[src/hdl/wes_pkg.sv]
// Shared types and constants for the wave equation stencil step.
// Used by every module of the block except wes_ram; depends on nothing.
`default_nettype none

package wes_pkg;

    localparam int VAL_W     = 24;            // Q4.20 field values
    localparam int COEF_W    = 16;            // Q0.16 coefficient
    localparam int ROW_W     = 16;            // row counter / grid height
    localparam int GW_W      = 13;            // grid width register
    localparam int CFG_IDX_W = 2;
    localparam int CFG_DATA_W = 16;

    localparam int LAP_W     = VAL_W + 4;     // N+S+E+W-4C, inclusive of +2^26
    localparam int BASE_W    = VAL_W + 2;     // 2C - P
    localparam int PROD_W    = LAP_W + COEF_W + 1;
    localparam int FRAC_SH   = 16;
    localparam int TERM_W    = PROD_W - FRAC_SH;
    localparam int SUM_W     = TERM_W + 1;

    localparam int QUEUE_DEPTH = 4;
    localparam int QPTR_W      = $clog2(QUEUE_DEPTH);
    localparam int QCNT_W      = $clog2(QUEUE_DEPTH + 1);
    localparam int QSUM_W      = QCNT_W + 1;

    localparam logic [COEF_W-1:0]        COEF_RST   = 16'd655;
    localparam logic [GW_W-1:0]          WIDTH_RST  = 13'd1024;
    localparam logic [ROW_W-1:0]         HEIGHT_RST = 16'd1024;
    localparam int                       MIN_DIM    = 3;

    localparam logic signed [VAL_W-1:0]  VAL_MAX    = 24'sh7FFFFF;
    localparam logic signed [VAL_W-1:0]  VAL_MIN    = -24'sh800000;
    localparam logic signed [PROD_W-1:0] ROUND_HALF = PROD_W'(32768);

    typedef enum logic [CFG_IDX_W-1:0] {
        CFG_COEF        = 2'd0,
        CFG_GRID_WIDTH  = 2'd1,
        CFG_GRID_HEIGHT = 2'd2
    } t_cfg_reg;

    typedef struct packed {
        logic interior;    // full stencil, else main result is zero
        logic border;      // last input row: bottom border point follows
        logic border_fe;   // that border point closes the frame
    } t_wes_flags;

    typedef struct packed {
        logic signed [LAP_W-1:0]  lap;
        logic signed [BASE_W-1:0] base;
        t_wes_flags               flags;
    } t_wes_item;

endpackage

`default_nettype wire

[src/hdl/wes_queue.sv]
// Short queue of stencil words between front and back end.
// Depends on wes_pkg.
`default_nettype none

module wes_queue (
    input  wire logic                       i_clk,
    input  wire logic                       i_rst_n,
    input  wire logic                       i_push,
    input  wire wes_pkg::t_wes_item         i_item,
    input  wire logic                       i_pop,
    output      logic                       o_vld,
    output      wes_pkg::t_wes_item         o_item,
    output      logic [wes_pkg::QCNT_W-1:0] o_count
);

    wes_pkg::t_wes_item             r_mem [wes_pkg::QUEUE_DEPTH];
    logic [wes_pkg::QPTR_W-1:0]     r_wr_ptr;
    logic [wes_pkg::QPTR_W-1:0]     r_rd_ptr;
    logic [wes_pkg::QCNT_W-1:0]     r_count;

    always_ff @(posedge i_clk) begin
        if (!i_rst_n) begin
            r_wr_ptr <= '0;
            r_rd_ptr <= '0;
            r_count  <= '0;
        end else begin
            if (i_push) begin
                r_wr_ptr <= r_wr_ptr + wes_pkg::QPTR_W'(1);
            end
            if (i_pop) begin
                r_rd_ptr <= r_rd_ptr + wes_pkg::QPTR_W'(1);
            end
            if (i_push && !i_pop) begin
                r_count <= r_count + wes_pkg::QCNT_W'(1);
            end else if (i_pop && !i_push) begin
                r_count <= r_count - wes_pkg::QCNT_W'(1);
            end
        end
    end

    always_ff @(posedge i_clk) begin
        if (i_push) begin
            r_mem[r_wr_ptr] <= i_item;
        end
    end

    assign o_vld   = (r_count != '0);
    assign o_item  = r_mem[r_rd_ptr];
    assign o_count = r_count;

    a_no_overflow: assert property (@(posedge i_clk) disable iff (!i_rst_n)
        i_push |-> (r_count < wes_pkg::QCNT_W'(wes_pkg::QUEUE_DEPTH)))
        else $error("push into full queue");

    a_no_underflow: assert property (@(posedge i_clk) disable iff (!i_rst_n)
        i_pop |-> (r_count != '0))
        else $error("pop from empty queue");

endmodule

`default_nettype wire

[config.mk]
export PLATFORM = sky130hd
export DESIGN_NAME = wes_queue
export DESIGN_NICKNAME = d
export VERILOG_FILES = /design/src/hdl/wes_pkg.sv /design/src/hdl/wes_queue.sv
export SDC_FILE = /design/constraint.sdc
export NUM_CORES = 1
export LEC_CHECK = 0
export BUFFER_PORTS_ARGS = -buffer_cell sky130_fd_sc_hd__buf_2
export CAP_MARGIN = 40
export CORE_MARGIN = 2
export CORE_UTILIZATION = 49
export CTS_CLUSTER_SIZE = 10
export DETAILED_ROUTE_END_ITERATION = 8
export GPL_ROUTABILITY_DRIVEN = 0
export GPL_TIMING_DRIVEN = 0
export PLACE_DENSITY = 0.84
export SLEW_MARGIN = 20
export SYNTH_ARGS = -nofsm -noshare
export SYNTH_HDL_FRONTEND = slang
export SYNTH_SLANG_ARGS = --single-unit
[constraint.sdc]
create_clock -name i_clk -period 2.1 [get_ports i_clk]
set_input_delay 0.21 -clock i_clk [delete_from_list [all_inputs] [get_ports i_clk]]
set_output_delay 0.21 -clock i_clk [all_outputs]
set_load 0.1 [all_outputs]
==> results of run 1 <==
cell usage after synthesis:
master    number  area (sq um)
buf_6          4          45.0
mux2i_1        2          20.0
xor2_1         3          26.3
buf_2          4          20.0
inv_1          4          15.0
xnor2_1        2          17.5
clkbuf_1       2          7.51
fa_1           1          20.0
edfxtp_1     228          6850
and2_1         9          56.3
dfxtp_1        9           180
a21boi_0       1          7.51
o21ai_0        1          5.00
ha_1           5          62.6
mux4_2        57          1280
buf_4          2          15.0
nor2b_1        2          12.5
nand2_1        1          3.75
or3_1          2          12.5
final cells by class:
class | instances | area [sq um] | area share
buffer | 12 | 151 | 0.0131
clock buffer | 41 | 728 | 0.0631
inverter | 4 | 15.0 | 0.00130
multi-input combinational | 86 | 1540 | 0.133
sequential | 237 | 7030 | 0.609
tap | 225 | 282 | 0.0244
timing repair buffer | 190 | 1800 | 0.156
worst max-delay path: cells and delay by family, from the launching register on:
family	cells	cell delay, ns
multiplexers	1	0.54
buffers and inverters	3	0.50
flip-flops	1	0.38
path summary, 6_finish.rpt:
path / start / end / slack (ns) / depth (start not counted)
hold reg to reg: o_count[2]$_SDFFE_PN0P_ / o_count[2]$_SDFFE_PN0P_ / 0.53 / 2
hold / removal: i_pop / r_rd_ptr[0]$_SDFFE_PN0P_ / 0.10 / 3
setup reg to reg: r_wr_ptr[0]$_SDFFE_PN0P_ / r_mem[0][42]$_DFFE_PP_ / 0.40 / 4
setup / recovery: flop / o_item[38] / -0.04 / 4
metrics by stage:
step / instances / hold slack, ns / TNS, ns / utilization / instance area, sq um
3_5_place_dp: 689 / 0.428 / 0 / 0.558 / 9650
3_3_place_gp: 685 / 0.419 / -24.46 / 0.552 / 9550
6_report: 795 / 0.104 / -0.646 / 0.667 / 11500
2_1_floorplan: 339 / 0.309 / 0 / - / 8660
4_1_cts: 792 / 0.0756 / -2.36 / 0.662 / 11400
5_1_grt: 795 / 0.101 / -3.97 / 0.667 / 11500
where the power goes:
group / leakage (nW) / internal (mW) / total (mW) / switching, mW
clock network: 0.349 / 2.34 / 3.94 / 1.60
logic: 1.49 / 0.865 / 2.77 / 1.90
registers: 2.17 / 5.43 / 5.50 / 0.0681
state kept, by name (all words and copies together) (netlist names), named ones only:
register	flops
r_rd_ptr	2
o_count	3
r_mem	228
r_wr_ptr	2
per-layer routing:
metal,up-vias,routed length [um]
li1,1879,-
met1,2154,6580
met2,122,8880
met3,27,836
met4,0,289
met5,-,0
kinds of logic after synthesis:
| family | share of synthesized area |
|---|---|
| XOR/XNOR | 0.00506 |
| AO/OA/AOI/OAI | 0.00145 |
| AND/OR/NAND/NOR | 0.00983 |
| multiplexers | 0.151 |
| buffers and inverters | 0.0119 |
| adder cells (fa/ha/maj) | 0.00954 |
| flip-flops | 0.812 |
repair_timing:
| action | 4_1_cts | 5_1_grt |
|---|---|---|
| endpoints found under the hold margin | 233 | 0 |
| hold buffers | 58 | 0 |
| buffers inserted | 2 | 0 |
| gates resized for setup | 130 | 6 |
| cloned | 2 | 3 |
| endpoints found under the setup margin | 57 | 57 |
==> results.yml, run 1 <==
route:
  drtIter0Drc: 208
  ant_nets: 0
  first_pass_iters: 4
  num_vias: 4182
  drt-total-wl_um: 16600
  drt_drc_violations_left: 0
  wire_per_inst_um: 20.9
  via_per_inst: 5.26
global_route:
  track_usage: 0.179
  antenna_found_initial: 0
  grt_pass1_vias: 4725
  grt_use_met3: 0.0370
  grt_max_degree: 48
  met2_usage: 0.328
  use_met1: 0.215
  grt_pass1_wl_um: 25100
  busiest_layer: "met2"
  overflow: 0
yosys:
  syn_nets: 406
  postSynthAreaPerCell_sq_um: 25.5
  syn-instance-count: 339
  seq_area_frac_synth: 0.812
  synth_cell_types: 19
  synth_area_sq_mm: 0.00866
  ys_seq_elements: 237
  synth_warnings: 0
cts:
  htree_levels: 1
  insertion_delay_ns: 0.50
  clock_sinks: 237
  clkTransAtPathRegs_ns: 0.06
  cts_buffer_depth: 3
  cts_inserted_buffers: 27
  cts_root_buf: "clkbuf_16"
  cts_tree: "done"
critical_path:
  cpMostUsedCell: "buf_12"
  slowest_stage: "mux4_2"
  worstSetupEndpointType: "output pin"
  path_cells: "buf_12, buf_12, mux4_2, buf_8"
  cp-start-kind: "flop"
  max_stage_delay_ns: 0.54
  cp_max_fo: 7
  critPathKind: "flop to output pin"
  critPathArrivalTime_ns: 1.93
  cp.required_ns: 1.89
placed_design:
  hpwl_um: 9630
  port_buffers: 121
  pre_cts_slack_ns: 0.218
sta:
  slew_headroom: 0.677
  setup_ws_ns: -0.0408
  finalSetupViolations: 36
  fmax_mhz: 467
  drv_slew: 0
  rsz0062_at_grt: "true"
  tightest_slew_ns: 0.485
  min_period_ns: 2.14
  fin_worst_skew_ns: 0.00913
  period_share: 1.02
  hold_viol: 0
run:
  drv_cap: 0
worst_hold_path:
  min_path_type: "input port to flop"
layout:
  synthToLayoutAreaGrowth_pct: 33.3
  fillers: 1115
  n_antenna_cell: 0
  layout_common_cells: "228 x edfxtp_1, 64 x buf_2, 58 x dlygate4sd3_1"
  nNetsFinal: 625
  drive_above_1_share: 0.409
  layout_commonest_cell: "edfxtp_1"
power_and_ir_drop:
  vdd_drop_max_mv: 0.745
  power_density_mw_per_mm2: 1060
  fin_total_pwr_mw: 12.2
  p_leak_nw: 4.01
die:
  core_sq_mm: 0.0173
  initial_utilization: 0.501
  die-area_sq_mm: 0.0187
  rows: 48
  ios: 122
  die_w_um: 137
  fp.dieH_um: 137
status:
  outcome: "finished, violations left"
  violations: "setup timing"
(Power assumes the default switching activity.)
==> run 2: changes to the inputs <==
--- a/config.mk
+++ b/config.mk
@@ -5,7 +5,7 @@
 export SDC_FILE = /design/constraint.sdc
 export NUM_CORES = 1
 export LEC_CHECK = 0
-export BUFFER_PORTS_ARGS = -buffer_cell sky130_fd_sc_hd__buf_2
+export BUFFER_PORTS_ARGS = -buffer_cell sky130_fd_sc_hd__buf_4
 export CAP_MARGIN = 40
 export CORE_MARGIN = 2
 export CORE_UTILIZATION = 49
@@ -18,3 +18,4 @@
 export SYNTH_ARGS = -nofsm -noshare
 export SYNTH_HDL_FRONTEND = slang
 export SYNTH_SLANG_ARGS = --single-unit
+export TNS_END_PERCENT = 20
==> results.yml, run 2 (synthesis results as in run 1) <==
global_route:
  track_usage: 0.172
  grt_pass1_wl_um: 24300
  grt_pass1_vias: 4667
  grt_max_degree: 46
  antenna_found_initial: 0
  overflow: 0
power_and_ir_drop:
  p_leak_nw: 4.01
  seqPwrFrac: 0.454
  clockPowerShare: 0.321
  switching_share: 0.291
  power_density_mw_per_mm2: 1050
  vdd_drop_max_mv: 1.01
  power.internal_mw: 8.59
  pwr-share-comb: 0.224
  switchingPower_mw: 3.52
cts:
  clkTransAtPathRegs_ns: 0.05
  cts_buffer_depth: 3
  cts_tree: "done"
  cts_inserted_buffers: 27
  cts_root_buf: "clkbuf_16"
  clock_sinks: 237
  htree_levels: 1
  insertion_delay_ns: 0.50
sta:
  period_share: 1.02
  fmax_mhz: 468
  finalSetupViolations: 35
  rsz0062_at_grt: "true"
  min_period_ns: 2.13
  setup_ws_ns: -0.0349
  setup-tns-final_ns: -0.426
  fin_worst_skew_ns: 0.00994
  slew_headroom: 0.690
  hold_viol: 0
  drv_slew: 0
  tightest_slew_ns: 0.465
critical_path:
  worstSetupEndpointType: "output pin"
  cp_max_fo: 11
  path_cells: "buf_12, clkbuf_16, mux4_2, buf_6"
  slowest_stage: "mux4_2"
  critPathKind: "flop to output pin"
  cp-start-kind: "flop"
  critPathArrivalTime_ns: 1.92
  cp.required_ns: 1.89
  max_stage_delay_ns: 0.52
route:
  wire_per_inst_um: 20.5
  drtIter0Drc: 233
  drt_drc_violations_left: 0
  ant_nets: 0
  first_pass_iters: 4
  drt-total-wl_um: 16300
  num_vias: 4142
  via_per_inst: 5.22
die:
  ios: 122
  fp.dieH_um: 137
  rows: 48
  initial_utilization: 0.501
  core_sq_mm: 0.0173
  die_w_um: 137
  die-area_sq_mm: 0.0187
layout:
  largest-register: "r_mem"
  drive_above_1_share: 0.414
  synthToLayoutAreaGrowth_pct: 33.4
  largest_register_ffs: 228
  layout_common_cells: "228 x edfxtp_1, 96 x buf_4, 58 x dlygate4sd3_1"
  n_antenna_cell: 0
  nNetsFinal: 626
  fillers: 1096
  layout_commonest_cell: "edfxtp_1"
  utilization: 0.668
status:
  violations: "setup timing"
  outcome: "finished, violations left"
run:
  drv_cap: 0
placed_design:
  port_buffers: 121
  hpwl_um: 9580
worst_hold_path:
  min_path_type: "input port to flop"
-- run 2: cell count changes in the layout (fill, tap and decap cells not counted) --
cell       before  now
buf_6          42   34
buf_16          3    2
clkbuf_16      30   29
dfxtp_2         0    1
buf_2          64    0
clkinv_2        0    1
buf_4          16   96
dfxtp_4         1    0
clkbuf_1       14   10
buf_8           1    2
buf_12         12    7
bufbuf_16       1    0
-- run 2: path summary, 6_finish.rpt --
path,start,slack (ns),cells after the start,end
max,flop,-0.03,4,o_item[40]
min reg2reg,o_count[2]$_SDFFE_PN0P_,0.52,2,o_count[2]$_SDFFE_PN0P_
max reg2reg,r_wr_ptr[0]$_SDFFE_PN0P_,0.43,4,r_mem[0][30]$_DFFE_PP_
min,i_push,0.07,3,r_wr_ptr[1]$_SDFFE_PN0P_
-- run 2: timing repair --
item	in CTS	in global routing
hold buffers	58	0
cloned	0	2
buffers inserted	3	3
endpoints found under the setup margin	53	54
endpoints found under the hold margin	236	0
gates resized for setup	49	7
-- run 2: final cells by class --
| type | count | area (sq um) | area share |
|---|---|---|---|
| Buffer | 12 | 135 | 0.0117 |
| Clock buffer | 37 | 713 | 0.0617 |
| Clock inverter | 1 | 5.00 | 0.000433 |
| Inverter | 4 | 15.0 | 0.00130 |
| Multi-Input combinational cell | 86 | 1540 | 0.133 |
| Sequential cell | 237 | 7030 | 0.608 |
| Tap cell | 225 | 282 | 0.0244 |
| Timing Repair Buffer | 191 | 1830 | 0.159 |
-- run 2: routing by layer --
metal,up-vias,wire (um),track usage,share of wire
met4,0,172,0.0447,0.011
met5,-,0,0,0
li1,1867,-,-,-
met3,18,764,0.0307,0.047
met1,2149,6400,0.207,0.39
met2,108,8940,0.319,0.55
-- run 2: through the flow --
step	hold slack [ns]	std cells	total power, mW	area (sq um)	setup WS (ns)
detailed placement	0.413	689	8.08	9950	0.278
CTS	0.0519	788	12.2	11400	-0.0775
global route	0.0499	793	12.5	11500	-0.104
finish	0.0736	793	12.1	11500	-0.0349
floorplan	0.309	339	7.49	8660	-0.210
global placement	0.409	685	8.01	9850	-1.21
-- run 2: power by group through the flow --
stage          combinational [mW]  sequential [mW]  clock [mW]
2_1_floorplan                1.84             5.65           0
3_3_place_gp                 2.42             5.59           0
3_5_place_dp                 2.49             5.59           0
4_1_cts                      2.69             5.50        3.97
5_1_grt                      2.82             5.52        4.15
6_report                     2.72             5.50        3.89
-- run 2: critical path: cells and delay by family (launching register included) --
kind	cells	cell delay, ns
buffers and inverters	3	0.55
multiplexers	1	0.52
flip-flops	1	0.36
==> run 3: changes to the inputs <==
--- a/config.mk
+++ b/config.mk
@@ -5,15 +5,17 @@
 export SDC_FILE = /design/constraint.sdc
 export NUM_CORES = 1
 export LEC_CHECK = 0
+export ABC_AREA = 1
 export BUFFER_PORTS_ARGS = -buffer_cell sky130_fd_sc_hd__buf_4
 export CAP_MARGIN = 40
 export CORE_MARGIN = 2
 export CORE_UTILIZATION = 49
+export CTS_BUF_LIST = sky130_fd_sc_hd__clkbuf_2 sky130_fd_sc_hd__clkbuf_4 sky130_fd_sc_hd__clkbuf_8
 export CTS_CLUSTER_SIZE = 10
 export DETAILED_ROUTE_END_ITERATION = 8
 export GPL_ROUTABILITY_DRIVEN = 0
 export GPL_TIMING_DRIVEN = 0
-export PLACE_DENSITY = 0.84
+export PLACE_DENSITY = 0.83
 export SLEW_MARGIN = 20
 export SYNTH_ARGS = -nofsm -noshare
 export SYNTH_HDL_FRONTEND = slang
==> results.yml, run 3 <==
critical_path:
  reg2reg_slack_ns: 0.45
  r2r.worst_path.cells: 5
  cp-start-kind: "flop"
  worstSetupEndpointType: "output pin"
  cp.required_ns: 1.89
  reg2reg_from: "r_wr_ptr[0]$_SDFFE_PN0P_"
  critPathKind: "flop to output pin"
  critPathArrivalTime_ns: 1.85
  regToRegEndpoint: "r_mem[0][38]$_DFFE_PP_"
  cp_max_fo: 10
yosys:
  syn-instance-count: 609
  synth_xor_xnor_area_share: 0
  yosys.area_share.simple: 0.0563
  synth_top_area_cell: "edfxtp_1"
  synth_cell_types: 18
  muxShareOfSynthArea: 0
  async_flop_share: 0
  synth_ff_type: "edfxtp_1"
  yosysMostFrequentCell: "edfxtp_1"
  seq_area_frac_synth: 0.793
  synth_warnings: 0
  yosys-top-cells-area: "edfxtp_1 77%, o21ai_0 6.3%, nor2_1 5.1%, o22ai_1 4.0%, dfxtp_1 2.0%"
  synth_top_family_by_area: "compound AO/OA/AOI/OAI gates"
  syn_nets: 676
  postSynthAreaPerCell_sq_um: 14.5
  synth_edf_count: 228
  synth_fa_ha_area_frac: 0.00932
  synthTopCellsByCount: "228 x edfxtp_1, 120 x nor2_1, 112 x o21ai_0"
  synth_area_sq_mm: 0.00886
  ys_seq_elements: 237
  netlist.area_leader.share: 0.773
  synth_compound_area_frac: 0.110
sta:
  drv_slew: 0
  finalSetupViolations: 0
  hold_viol: 0
  slew_headroom: 0.720
  rsz0062_at_grt: "true"
  fin_worst_skew_ns: 0.00788
  fmax_mhz: 486
  tightest_slew_ns: 0.420
  min_period_ns: 2.06
  period_share: 0.979
global_route:
  track_usage: 0.211
  grt_pass1_wl_um: 31600
  grt_max_degree: 43
  overflow: 0
  grt_pass1_vias: 6232
  antenna_found_initial: 0
cts:
  cts_inserted_buffers: 38
  cts_setup_buffers: 0
  insertion_delay_ns: 0.51
  clock_sinks: 237
  cts_buffer_depth: 3
  htree_levels: 2
  cts_tree: "done"
  clkTransAtPathRegs_ns: 0.06
  cts_root_buf: "clkbuf_8"
worst_hold_path:
  holdPathStages: 3
  min_path_type: "input port to flop"
  min_from: "i_push"
  min_to: "r_wr_ptr[0]$_SDFFE_PN0P_"
layout:
  synthToLayoutAreaGrowth_pct: 38.9
  largest_register_ffs: 228
  final_cells: 1087
  largest-register: "r_mem"
  n_antenna_cell: 0
  nNetsFinal: 900
  layout_commonest_cell: "edfxtp_1"
  drive_above_1_share: 0.318
  layout_common_cells: "228 x edfxtp_1, 120 x nor2_1, 110 x o21ai_0"
die:
  rows: 49
  core_sq_mm: 0.0178
  die_w_um: 138
  die-area_sq_mm: 0.0192
  initial_utilization: 0.497
  ios: 122
  fp.dieH_um: 138
route:
  num_vias: 5856
  wire_per_inst_um: 19.1
  drt_drc_violations_left: 0
  drt-total-wl_um: 20700
  ant_nets: 0
  first_pass_iters: 4
  drtIter0Drc: 414
  via_per_inst: 5.39
power_and_ir_drop:
  p_leak_nw: 4.49
  power_density_mw_per_mm2: 955
  vdd_drop_max_mv: 0.658
  fin_total_pwr_mw: 11.8
placed_design:
  port_buffers: 121
  hpwl_um: 11700
  dpl.cell_count: 963
run:
  drv_cap: 0
status:
  outcome: "finished, final reports clean"
run 3: worst max-delay path, cell delays in order (launching register included):
cell and delay, ns:
dfxtp_4 0.42, buf_2 0.26, o21ai_0 0.16, o22ai_2 0.29, buf_12 0.21
run 3: cell families after synthesis:
family / count (synthesis)
simple gates: 132
buf+inv: 53
fa+ha+maj: 6
compound gates: 181
flops: 237
run 3: worst max path at each step:
stage	from	cells after the start	endpoint
after floorplan	flop	4	o_item[1]
after global placement	r_wr_ptr[0]$_SDFFE_PN0P_	4	r_mem[0][32]$_DFFE_PP_
after detailed placement	flop	5	o_item[47]
after CTS	flop	6	o_item[23]
after global routing	flop	5	o_item[23]
final	flop	4	o_item[13]
run 3: through the flow:
stage	setup TNS (ns)	setup WS, ns	cell area [sq um]	util	hold slack (ns)
after floorplan	-9.97	-0.396	9070	-	0.309
after global placement	-186.88	-0.844	10300	0.575	0.411
after detailed placement	0	0.165	10400	0.581	0.413
after CTS	-0.0225	-0.00566	12100	0.680	0.0241
after global routing	-0.0972	-0.0202	12300	0.690	0.0836
final	0	0.0434	12300	0.690	0.0567
run 3: repair_timing:
action | 4_1_cts | 5_1_grt
setup endpoints to repair | 57 | 57
endpoints found under the hold margin | 234 | 0
resized for setup | 135 | 53
hold buffers | 59 | 0
pin swaps | 14 | 11
run 3: layout make-up:
class                   instances  area (sq um)
well taps                     229           287
plain buffers                  36           338
multi-input cells             319          1900
clock inverters                18          73.8
flip-flops and latches        237          7030
clock buffers                  47           597
fillers                      1187          5530
repair buffers                184          2000
inverters                      17          78.8
run 3: routing by layer:
metal  global-route usage  share of wire
met3               0.0384          0.054
met2                0.371           0.53
met5                    0              0
met4               0.0832          0.021
met1                0.262           0.39
run 3: power breakdown:
part           leakage, nW  switching [mW]  total [mW]  internal [mW]
clock network        0.349            1.66        3.51           1.86
logic                 1.97            1.94        2.79          0.850
registers             2.17          0.0569        5.46           5.40
