## src/hdl/wes_pkg.sv

```systemverilog
// Shared types and constants for the wave equation stencil step.
// Used by every module of the block except wes_ram; depends on nothing.
`default_nettype none

package wes_pkg;

    localparam int VAL_W     = 24;            // Q4.20 field values
    localparam int COEF_W    = 16;            // Q0.16 coefficient
    localparam int ROW_W     = 16;            // row counter / grid height
    localparam int GW_W      = 13;            // grid width register
    localparam int CFG_IDX_W = 2;
    localparam int CFG_DATA_W = 16;

    localparam int LAP_W     = VAL_W + 4;     // N+S+E+W-4C, inclusive of +2^26
    localparam int BASE_W    = VAL_W + 2;     // 2C - P
    localparam int PROD_W    = LAP_W + COEF_W + 1;
    localparam int FRAC_SH   = 16;
    localparam int TERM_W    = PROD_W - FRAC_SH;
    localparam int SUM_W     = TERM_W + 1;

    localparam int QUEUE_DEPTH = 4;
    localparam int QPTR_W      = $clog2(QUEUE_DEPTH);
    localparam int QCNT_W      = $clog2(QUEUE_DEPTH + 1);
    localparam int QSUM_W      = QCNT_W + 1;

    localparam logic [COEF_W-1:0]        COEF_RST   = 16'd655;
    localparam logic [GW_W-1:0]          WIDTH_RST  = 13'd1024;
    localparam logic [ROW_W-1:0]         HEIGHT_RST = 16'd1024;
    localparam int                       MIN_DIM    = 3;

    localparam logic signed [VAL_W-1:0]  VAL_MAX    = 24'sh7FFFFF;
    localparam logic signed [VAL_W-1:0]  VAL_MIN    = -24'sh800000;
    localparam logic signed [PROD_W-1:0] ROUND_HALF = PROD_W'(32768);

    typedef enum logic [CFG_IDX_W-1:0] {
        CFG_COEF        = 2'd0,
        CFG_GRID_WIDTH  = 2'd1,
        CFG_GRID_HEIGHT = 2'd2
    } t_cfg_reg;

    typedef struct packed {
        logic interior;    // full stencil, else main result is zero
        logic border;      // last input row: bottom border point follows
        logic border_fe;   // that border point closes the frame
    } t_wes_flags;

    typedef struct packed {
        logic signed [LAP_W-1:0]  lap;
        logic signed [BASE_W-1:0] base;
        t_wes_flags               flags;
    } t_wes_item;

endpackage

`default_nettype wire

```

## src/hdl/wes_back.sv

```systemverilog
// Back end: coefficient multiply, rounding, saturation and result expansion.
// Depends on wes_pkg.
`default_nettype none

module wes_back (
    input  wire logic                              i_clk,
    input  wire logic                              i_rst_n,
    input  wire logic [wes_pkg::COEF_W-1:0]        i_coef,
    input  wire logic                              i_q_vld,
    input  wire wes_pkg::t_wes_item                i_q_item,
    output      logic                              o_q_pop,
    output      logic                              o_out_valid,
    input  wire logic                              i_out_ready,
    output      logic signed [wes_pkg::VAL_W-1:0]  o_next_value,
    output      logic                              o_frame_end,
    output      logic                              o_run_end
);

    localparam int PW = wes_pkg::PROD_W;
    localparam int SW = wes_pkg::SUM_W;
    localparam int VW = wes_pkg::VAL_W;

    // multiply stage
    logic                       r_m_vld;
    logic signed [PW-1:0]       r_m_prod;
    logic signed [wes_pkg::BASE_W-1:0] r_m_base;
    wes_pkg::t_wes_flags        r_m_flags;
    logic                       m_ready;

    // round / saturate stage
    logic                       r_r_vld;
    logic signed [VW-1:0]       r_r_value;
    wes_pkg::t_wes_flags        r_r_flags;
    logic                       r_ready;

    // output stage, with the bottom border word held behind it
    logic                       r_out_vld;
    logic signed [VW-1:0]       r_out_value;
    logic                       r_out_fe;
    logic                       r_out_re;
    logic                       r_pend;
    logic                       r_pend_fe;
    logic                       out_load;

    logic signed [PW-1:0]       n_prod;
    logic signed [PW-1:0]       rnd;
    logic signed [SW-1:0]       total;
    logic signed [VW-1:0]       n_value;

    assign out_load = (!r_out_vld || i_out_ready) && !r_pend;
    assign r_ready  = !r_r_vld || out_load;
    assign m_ready  = !r_m_vld || r_ready;
    assign o_q_pop  = i_q_vld && m_ready;

    assign n_prod = PW'(i_q_item.lap) * PW'($signed({1'b0, i_coef}));

    always_comb begin
        rnd   = r_m_prod + wes_pkg::ROUND_HALF;
        total = SW'(r_m_base) + SW'($signed(rnd[PW-1:wes_pkg::FRAC_SH]));
        if (!r_m_flags.interior) begin
            n_value = '0;
        end else if (total > SW'(wes_pkg::VAL_MAX)) begin
            n_value = wes_pkg::VAL_MAX;
        end else if (total < SW'(wes_pkg::VAL_MIN)) begin
            n_value = wes_pkg::VAL_MIN;
        end else begin
            n_value = total[VW-1:0];
        end
    end

    always_ff @(posedge i_clk) begin
        if (!i_rst_n) begin
            r_m_vld   <= 1'b0;
            r_r_vld   <= 1'b0;
            r_out_vld <= 1'b0;
            r_pend    <= 1'b0;
        end else begin
            if (m_ready) begin
                r_m_vld <= i_q_vld;
            end
            if (r_ready) begin
                r_r_vld <= r_m_vld;
            end
            if (r_out_vld && i_out_ready && r_pend) begin
                r_out_vld <= 1'b1;
                r_pend    <= 1'b0;
            end else if (out_load && r_r_vld) begin
                r_out_vld <= 1'b1;
                r_pend    <= r_r_flags.border;
            end else if (r_out_vld && i_out_ready) begin
                r_out_vld <= 1'b0;
            end
        end
    end

    always_ff @(posedge i_clk) begin
        if (o_q_pop) begin
            r_m_prod  <= n_prod;
            r_m_base  <= i_q_item.base;
            r_m_flags <= i_q_item.flags;
        end
        if (r_ready && r_m_vld) begin
            r_r_value <= n_value;
            r_r_flags <= r_m_flags;
        end
        if (r_out_vld && i_out_ready && r_pend) begin
            r_out_value <= '0;
            r_out_fe    <= r_pend_fe;
            r_out_re    <= 1'b1;
        end else if (out_load && r_r_vld) begin
            r_out_value <= r_r_value;
            r_out_fe    <= 1'b0;
            r_out_re    <= !r_r_flags.border;
            r_pend_fe   <= r_r_flags.border_fe;
        end
    end

    assign o_out_valid  = r_out_vld;
    assign o_next_value = r_out_value;
    assign o_frame_end  = r_out_fe;
    assign o_run_end    = r_out_re;

    a_pend_behind_out: assert property (@(posedge i_clk) disable iff (!i_rst_n)
        r_pend |-> r_out_vld)
        else $error("border word pending with empty output stage");

    a_run_end_open: assert property (@(posedge i_clk) disable iff (!i_rst_n)
        (r_out_vld && !r_out_re) |-> r_pend)
        else $error("open run without a following border word");

endmodule

`default_nettype wire

```

## config.mk

```make
export PLATFORM = sky130hd
export DESIGN_NAME = wes_back
export DESIGN_NICKNAME = d
export VERILOG_FILES = /design/src/hdl/wes_pkg.sv /design/src/hdl/wes_back.sv
export SDC_FILE = /design/constraint.sdc
export NUM_CORES = 1
export LEC_CHECK = 0
export ABC_AREA = 1
export BUFFER_PORTS_ARGS = -buffer_cell sky130_fd_sc_hd__buf_2
export CAP_MARGIN = 20
export CORE_ASPECT_RATIO = 1.75
export CORE_MARGIN = 2
export CORE_UTILIZATION = 55
export DETAILED_ROUTE_END_ITERATION = 10
export GPL_TIMING_DRIVEN = 0
export PLACE_DENSITY = 0.72
export SYNTH_ARGS = -nofsm -noshare
export SYNTH_HDL_FRONTEND = slang
export SYNTH_SLANG_ARGS = --single-unit
```

## constraint.sdc

```tcl
create_clock -name i_clk -period 7.74 [get_ports i_clk]
set_clock_uncertainty 0.05 [all_clocks]
set_input_delay 1.548 -clock i_clk [delete_from_list [all_inputs] [get_ports i_clk]]
set_output_delay 1.548 -clock i_clk [all_outputs]
set_load 0.02 [all_outputs]
```

==> impl_metrics.json, run 1 <==
{
  "portBuffers": 62,
  "critical_path_required_ps": 7850,
  "wire_per_inst_um": 19.1,
  "area_growth_pct": 7.49,
  "synth-xor-area-share": 0.0329,
  "tightest_slew_ps": 813,
  "drive_gt1_frac": 0.0705,
  "synth-simple-area-share": 0.183,
  "crit_type": "in -> reg",
  "cts_tree": "yes",
  "muxShareOfSynthArea": 0,
  "syn-instance-count": 2952,
  "gp_congestion": 0.969,
  "setup_viol": 0,
  "clockBufferDepth": 2,
  "post-synth-top-area-cell": "fa_1",
  "grt_max_degree": 49,
  "clock_latency_ps": 420,
  "synthTopCellsByCount": "inv_1, nand2_1, fa_1",
  "n_fill_cell": 3800,
  "synth-edff-count": 87,
  "critPathSlowestCell": "fa_1",
  "synthAdderAreaFrac": 0.447,
  "worst_setup_path_start_kind": "input port",
  "synth_ff_type": "edfxtp_1",
  "final_net_count": 3682,
  "hp-class": "reg -> reg",
  "grt_pass1_vias": 20900,
  "worst_slack_ps": 94.8,
  "critical_path_buf_inv_count": 7,
  "root_buffer": "clkbuf_16",
  "syn_area_per_cell_um2": 7.86,
  "synth_area_leaders": "fa_1, inv_1, nand2_1",
  "critPathCaptureType": "register",
  "worstPathCellList": "clkbuf_1, clkbuf_1, nand2_1, fa_1, fa_1, inv_1, fa_1, fa_1, fa_1, inv_1, fa_1, inv_1, ha_1, nand2_1, nor2_1, inv_1, nor3_1, inv_1, or2_2, o21ai_0, xor2_1",
  "maxSlewHeadroom": 0.458,
  "synth.most_common_cell": "inv_1",
  "wl_um": 68900,
  "slew_violations": 0,
  "start_util": 0.558,
  "post-route-period-util": 0.988,
  "finalHoldViolCount": 0,
  "clk_pin_slew_ps": 60,
  "cts_sinks": 116,
  "outcome": "completed",
  "grt_overflow": 0,
  "rr_startpoint": "r_m_prod[15]",
  "critPathArrivalTime_ps": 7750,
  "firstDrtPassIters": 6,
  "syn_area_mm2": 0.0232,
  "fin_crit_ps": 7650,
  "die_w_um": 159,
  "drtAntennaViolNets": 0,
  "max_stage_delay_ps": 580,
  "hpwlAfterDp_um": 58500,
  "ys_seq_elements": 116,
  "synth_cell_types": 47,
  "dp_slack_ps": -1140,
  "dieArea_mm2": 0.0439,
  "fmax_mhz": 131,
  "remaining_drc_errors": 0,
  "viasPerCell": 5.29,
  "fp.dieH_um": 276,
  "yosysWarnings": 0,
  "cp_top_family": "adder cells",
  "synth_compound_area_frac": 0.0433,
  "cts.htree.levels": 4,
  "netlist.area_leader.share": 0.373,
  "rsz0062_at_grt": "no",
  "ioPinCount": 105,
  "cts_made_buffers": 17,
  "track_usage": 0.328,
  "ys_async_sr_fraction": 0,
  "antenna-diode-count": 0,
  "drt_iter0_markers": 1151,
  "grt_antenna_before_repair": 0,
  "num_rows": 99,
  "vias": 19100,
  "drv_cap": 0,
  "postCtsHoldBufs": 0,
  "synth_nets": 3598,
  "min-delay-start": "r_m_flags[0]",
  "crit_path_frequent_cell": "fa_1",
  "crit_start": "i_q_item[54]",
  "synth_top_family_by_area": "adder cells",
  "grt_pass1_wl_um": 109000,
  "core_mm2": 0.0416,
  "yosysSeqAreaShare": 0.138,
  "crit_fanout": 10
}
==> cells in the final DEF, fill, tap and decap left out, types with 7 or more instances in the layout <==
cell	netlist	routed
inv_1	837	836
nand2_1	758	758
fa_1	432	431
nor2_1	154	152
ha_1	137	137
edfxtp_1	87	87
buf_2	0	73
a21oi_1	77	73
nand3_1	61	61
o21ai_0	57	57
xor2_1	51	51
clkbuf_2	0	46
clkbuf_1	92	43
xnor2_1	33	33
dfxtp_1	29	29
clkbuf_16	0	17
nor3_1	15	15
nand4_1	13	13
a31oi_1	12	12
o21bai_1	12	12
nand3_2	10	10
nor2_2	8	10
inv_2	6	7
nand2_2	7	7
==> per-layer routing <==
layer | global-route usage | up-vias | wire length [um] | part of all wire
met1 | 0.316 | 9201 | 22100 | 0.32
met4 | 0.284 | 0 | 7130 | 0.10
met2 | 0.617 | 828 | 35900 | 0.52
met5 | 0 | - | 0 | 0
met3 | 0.0368 | 334 | 3780 | 0.055
li1 | - | 8700 | - | -
==> flip-flops by register name (all words and copies together) (netlist names) <==
register      count
r_m_prod         30
o_out_valid       1
o_next_value     24
o_run_end         1
r_m_vld           1
o_frame_end       1
r_m_base         26
r_r_value        24
r_m_flags         3
r_pend_fe         1
r_r_vld           1
r_pend            1
r_r_flags         2
==> logic make-up after synthesis <==
family,count (synthesis)
simple gates,1044
fa+ha+maj,569
buf+inv,958
compound gates,180
xor+xnor,85
flops,116
==> per-stage QoR <==
step	instances	util	cell area, um^2	hold slack [ps]	TNS (ps)
2_1_floorplan	2952	-	23200	350	0
3_3_place_gp	3569	0.582	24200	353	-24920
3_5_place_dp	3572	0.583	24300	355	-18800
4_1_cts	3604	0.598	24900	369	0
5_1_grt	3604	0.599	24900	374	0
6_report	3604	0.599	24900	367	0
==> repair_timing <==
item / 4_1_cts / 5_1_grt
setup endpoints to repair: 21 / 16
resized for setup: 52 / 52
buffers inserted: 0 / 0
gates cloned: 0 / 0
pin swaps: 0 / 0
==> layout make-up <==
type / count / area (um^2) / area share
Multi-Input combinational cell: 1878 / 16400 / 0.658
Sequential cell: 116 / 3190 / 0.128
Inverter: 844 / 3170 / 0.127
Tap cell: 555 / 694 / 0.0278
Clock inverter: 15 / 133 / 0.00532
Clock buffer: 17 / 425 / 0.0171
Buffer: 114 / 568 / 0.0228
Timing Repair Buffer: 65 / 360 / 0.0144
==> worst paths after layout <==
path,endpoint,slack [ps],cells past startpoint
worst max register to register,r_r_value[15],3370,26
worst min register to register,r_r_flags[0],370,0
worst min-delay path,r_r_flags[0],370,0
worst max-delay path,r_m_prod[42],90,21
Power of run 1 is left out: the tool's default activity adds up to more than one toggle a clock period on the data nets, which glitch-free logic cannot reach.
==> run 2: changes to the inputs <==
- CORE_ASPECT_RATIO: 1.75 -> 1.2
- SETUP_SLACK_MARGIN: default -> 0.3
==> run 2 against run 1 <==
  * Critical endpoint is now r_m_prod[40]
  * Hold slack better by 5.3 ps
  * Sequential cell count unchanged
  * Wire length is 2.6% lower
  * Critical path type unchanged
  * Cell count fell by 0.22%
  * Setup slack better by 230 ps
  * Maximum frequency rose by 3.1%
  * Count of clock-buffer cells in the layout rose by 1
  * Sequential share of layout area is 0.056 points lower
  * Critical path depth decreased by 2
  * Highest routed layer is now met5
  * Global-route usage fell by 0.83 points
  * Utilization up 0.21 points
  * Register-to-register slack gained 70 ps
==> impl_metrics.json, run 2 (synthesis results as in run 1) <==
{
  "min-delay-start": "r_r_flags[0]",
  "reg_top3": "r_m_prod (30), r_m_base (26)",
  "grt_pass1_wl_um": 106000,
  "hp-class": "reg -> reg",
  "n_fill_cell": 3865,
  "crit_path_frequent_cell": "fa_1",
  "setup_viol": 0,
  "critPathCaptureType": "register",
  "finalHoldViolCount": 0,
  "fmax_mhz": 135,
  "outcome": "completed",
  "rr_startpoint": "r_m_prod[15]",
  "critPathArrivalTime_ps": 7520,
  "clk_pin_slew_ps": 60,
  "multi_input_area_mm2": 0.0164,
  "grt_max_degree": 48,
  "remaining_drc_errors": 0,
  "firstDrtPassIters": 5,
  "cts_sinks": 116,
  "drv_cap": 0,
  "dieArea_mm2": 0.0439,
  "drt_iter0_markers": 1468,
  "crit_fanout": 10,
  "hold_end": "r_pend_fe",
  "antenna-diode-count": 0,
  "ff2ff_setup_slack_ps": 3440,
  "portBuffers": 62,
  "max_stage_delay_ps": 580,
  "final_net_count": 3683,
  "critical_path_buf_inv_count": 5,
  "maxSlewHeadroom": 0.431,
  "vias": 18900,
  "cts_made_buffers": 17,
  "drtAntennaViolNets": 0,
  "fp.dieH_um": 229,
  "die_w_um": 192,
  "postCtsHoldBufs": 0,
  "drive_gt1_frac": 0.0797,
  "wl_um": 67100,
  "slew_violations": 0,
  "rr_endpoint": "r_r_value[16]",
  "worstPathCellList": "clkbuf_2, clkbuf_2, nand2_1, fa_1, inv_1, fa_1, fa_1, fa_1, fa_1, inv_1, fa_1, inv_1, ha_1, a21oi_1, o21ai_0, o21bai_1, a221oi_1, nand3_1, xor2_1",
  "start_util": 0.557,
  "num_rows": 82,
  "grt_pass1_vias": 20000,
  "ff2ff_path_depth": 26,
  "root_buffer": "clkbuf_16",
  "top_register": "r_m_prod",
  "hpwlAfterDp_um": 55400,
  "grt_overflow": 0,
  "grt_antenna_before_repair": 1,
  "crit_type": "in -> reg",
  "track_usage": 0.319,
  "rsz0062_at_grt": "no",
  "worst_setup_path_start_kind": "input port",
  "clock_latency_ps": 420,
  "final_common_cell": "inv_1",
  "final_cell_mix": "inv_1, nand2_1, fa_1",
  "setup_tns_ps": 0,
  "critPathSlowestCell": "fa_1",
  "min_delay_path_depth": 0,
  "cp_top_family": "adder cells",
  "gp_congestion": 0.984,
  "cts.htree.levels": 4,
  "viasPerCell": 5.25,
  "critical_path_required_ps": 7850,
  "cts_tree": "yes",
  "tightest_slew_ps": 853,
  "core_mm2": 0.0417,
  "wire_per_inst_um": 18.7,
  "post-route-period-util": 0.958,
  "area_growth_pct": 7.96,
  "seqCellArea_mm2": 0.00319,
  "fin_crit_ps": 7410,
  "largest_reg_flops": 30,
  "ioPinCount": 105,
  "clockBufferDepth": 2
}
[run 2: worst max path at each step]
stage	cells after the start	start	endpoint
6_report	19	i_coef[12]	r_m_prod[40]
5_1_grt	22	i_coef[8]	r_m_prod[44]
2_1_floorplan	19	i_coef[4]	r_m_prod[42]
3_3_place_gp	20	i_coef[4]	r_m_prod[43]
3_5_place_dp	22	i_coef[5]	r_m_prod[42]
4_1_cts	25	i_q_item[41]	r_m_prod[33]
[run 2: per-stage QoR]
| stage | util | setup WS (ps) | hold WS, ps | instance area [um^2] | std cells |
|---|---|---|---|---|---|
| global placement | 0.581 | -1150 | 352 | 24200 | 3560 |
| global route | 0.601 | 302 | 392 | 25100 | 3596 |
| finish | 0.601 | 326 | 373 | 25100 | 3596 |
| CTS | 0.598 | 301 | 376 | 24900 | 3594 |
| floorplan | - | 558 | 350 | 23200 | 2952 |
| detailed placement | 0.582 | -1340 | 361 | 24200 | 3562 |
[run 2: layout make-up]
cell class	instances	share of cell area
Timing Repair Buffer	66	0.0144
Inverter	844	0.126
Tap cell	546	0.0273
Multi-Input combinational cell	1878	0.655
Clock inverter	14	0.00400
Buffer	114	0.0284
Clock buffer	18	0.0171
Sequential cell	116	0.127
[run 2: timing repair]
item	CTS	global route
setup buffers	0	2
pin swaps	0	2
resized for setup	99	105
setup endpoints to repair	30	17
endpoints found under the hold margin	0	0
[run 2: metal layers]
metal  global-route usage  part of all wire
met5                    0           0.00019
met4                0.154             0.060
met3               0.0564             0.081
met2                0.560              0.49
met1                0.376              0.37
[run 2: worst register-to-register path: cells and delay by family (launching register included)]
family	cells	cell delay, ps
and+or+nand+nor	21	2650
adders and majority gates	2	580
DFF	1	370
buffers and inverters	2	260
xor gates and xnor gates	1	160
Power of run 2 is left out for the same reason.
==> run 3: changes to the inputs <==
- CTS_BUF_LIST: default -> sky130_fd_sc_hd__clkbuf_4 sky130_fd_sc_hd__clkbuf_8
==> run 3 against run 2 <==
  * Critical path depth did not move
  * Sequential cell count did not move
  * Non-clock buffer count decreased by 1
  * Setup slack got worse by 3.4 ps
  * Register-to-register slack is essentially flat
  * Cell count hardly changed
  * First-iteration DRC count grew 6.8%
  * Global-route usage shrank 0.14 points
  * Maximum frequency barely moved
==> impl_metrics.json, run 3 (synthesis results as in run 1) <==
{
  "drt_iter0_markers": 1568,
  "top_register": "r_m_prod",
  "setup_viol": 0,
  "vias": 18800,
  "critical_path_required_ps": 7880,
  "viasPerCell": 5.23,
  "remaining_drc_errors": 0,
  "reg_top3": "r_m_prod (30), r_m_base (26)",
  "cts_tree": "yes",
  "grt_overflow": 0,
  "grt_antenna_before_repair": 1,
  "final_net_count": 3682,
  "final_common_cell": "inv_1",
  "clockBufferDepth": 2,
  "dieArea_mm2": 0.0439,
  "root_buffer": "clkbuf_8",
  "crit_type": "in -> reg",
  "finalHoldViolCount": 0,
  "tightest_slew_ps": 972,
  "maxSlewHeadroom": 0.352,
  "drtAntennaViolNets": 0,
  "fmax_mhz": 135,
  "portBuffers": 62,
  "track_usage": 0.318,
  "fin_cells": 3595,
  "grt_max_degree": 48,
  "worst_slack_ps": 323,
  "fp.dieH_um": 229,
  "start_util": 0.557,
  "drv_cap": 0,
  "cts.htree.levels": 4,
  "clk_pin_slew_ps": 70,
  "core_mm2": 0.0417,
  "wl_um": 66600,
  "area_growth_pct": 6.97,
  "grt_pass1_wl_um": 105000,
  "place_inst": 3562,
  "die_w_um": 192,
  "ioPinCount": 105,
  "slew_violations": 0,
  "drive_gt1_frac": 0.0784,
  "num_rows": 82,
  "dp_slack_ps": -1340,
  "hpwlAfterDp_um": 55400,
  "fin_crit_ps": 7420,
  "cts_made_buffers": 17,
  "largest_reg_flops": 30,
  "worst_setup_path_start_kind": "input port",
  "critPathArrivalTime_ps": 7550,
  "crit_fanout": 10,
  "firstDrtPassIters": 6,
  "antenna-diode-count": 0,
  "clock_latency_ps": 450,
  "cts_sinks": 116,
  "critPathCaptureType": "register",
  "wire_per_inst_um": 18.5,
  "hp-class": "reg -> reg",
  "rsz0062_at_grt": "no",
  "final_cell_mix": "inv_1, nand2_1, fa_1",
  "post-route-period-util": 0.958,
  "grt_pass1_vias": 19900,
  "gp_congestion": 0.984,
  "outcome": "completed"
}
==> run 3: timing repair <==
action / 4_1_cts / 5_1_grt
setup endpoints to repair: 30 / 19
pin swaps: 0 / 1
gates resized for setup: 85 / 109
hold endpoints to repair: 0 / 0
setup buffers: 0 / 1
hold buffers: 0 / 0
==> run 3: path summary, 6_finish.rpt <==
kind / startpoint / to / slack, ps / depth (start not counted)
worst max register to register: r_m_prod[15] / r_r_value[21] / 3440 / 26
worst min-delay path: r_r_flags[0] / r_pend_fe / 380 / 0
worst max-delay path: i_coef[11] / r_m_prod[40] / 320 / 19
worst min register to register: r_r_flags[0] / r_pend_fe / 380 / 0
==> run 3: final cells by class <==
cell class / instances / area, um^2
fill: 3901 / 16800
inverter: 844 / 3170
clock inverter: 14 / 100
sequential: 116 / 3190
timing repair buffer: 65 / 353
buffer: 114 / 684
multi-input combinational: 1878 / 16400
tap: 546 / 683
clock buffer: 18 / 241
==> run 3: per-layer routing <==
layer	vias to the layer above	wire length, um	GRT usage
li1	8691	-	-
met1	9081	24200	0.377
met2	823	33000	0.557
met3	207	5650	0.0533
met4	2	3790	0.154
met5	-	13	0
==> run 3: metrics by stage <==
| stage | utilization | hold slack (ps) | TNS [ps] | instance area (um^2) |
|---|---|---|---|---|
| 6_report | 0.596 | 380 | 0 | 24800 |
| 3_3_place_gp | 0.581 | 352 | -21700 | 24200 |
| 3_5_place_dp | 0.582 | 361 | -24850 | 24200 |
| 5_1_grt | 0.596 | 399 | 0 | 24800 |
| 2_1_floorplan | - | 350 | 0 | 23200 |
| 4_1_cts | 0.593 | 382 | 0 | 24700 |
==> run 3: critical path: stages <==
cell      delay [ps]
clkbuf_2         350
clkbuf_4         380
nand2_1          110
fa_1             540
inv_1             60
fa_1             580
fa_1             460
fa_1             470
fa_1             500
inv_1             50
fa_1             550
inv_1             60
ha_1             350
a21oi_1          190
o21ai_0          170
o21bai_1         250
a221oi_1         430
nand3_1          290
xor2_1           210
Power of run 3 is left out for the same reason.
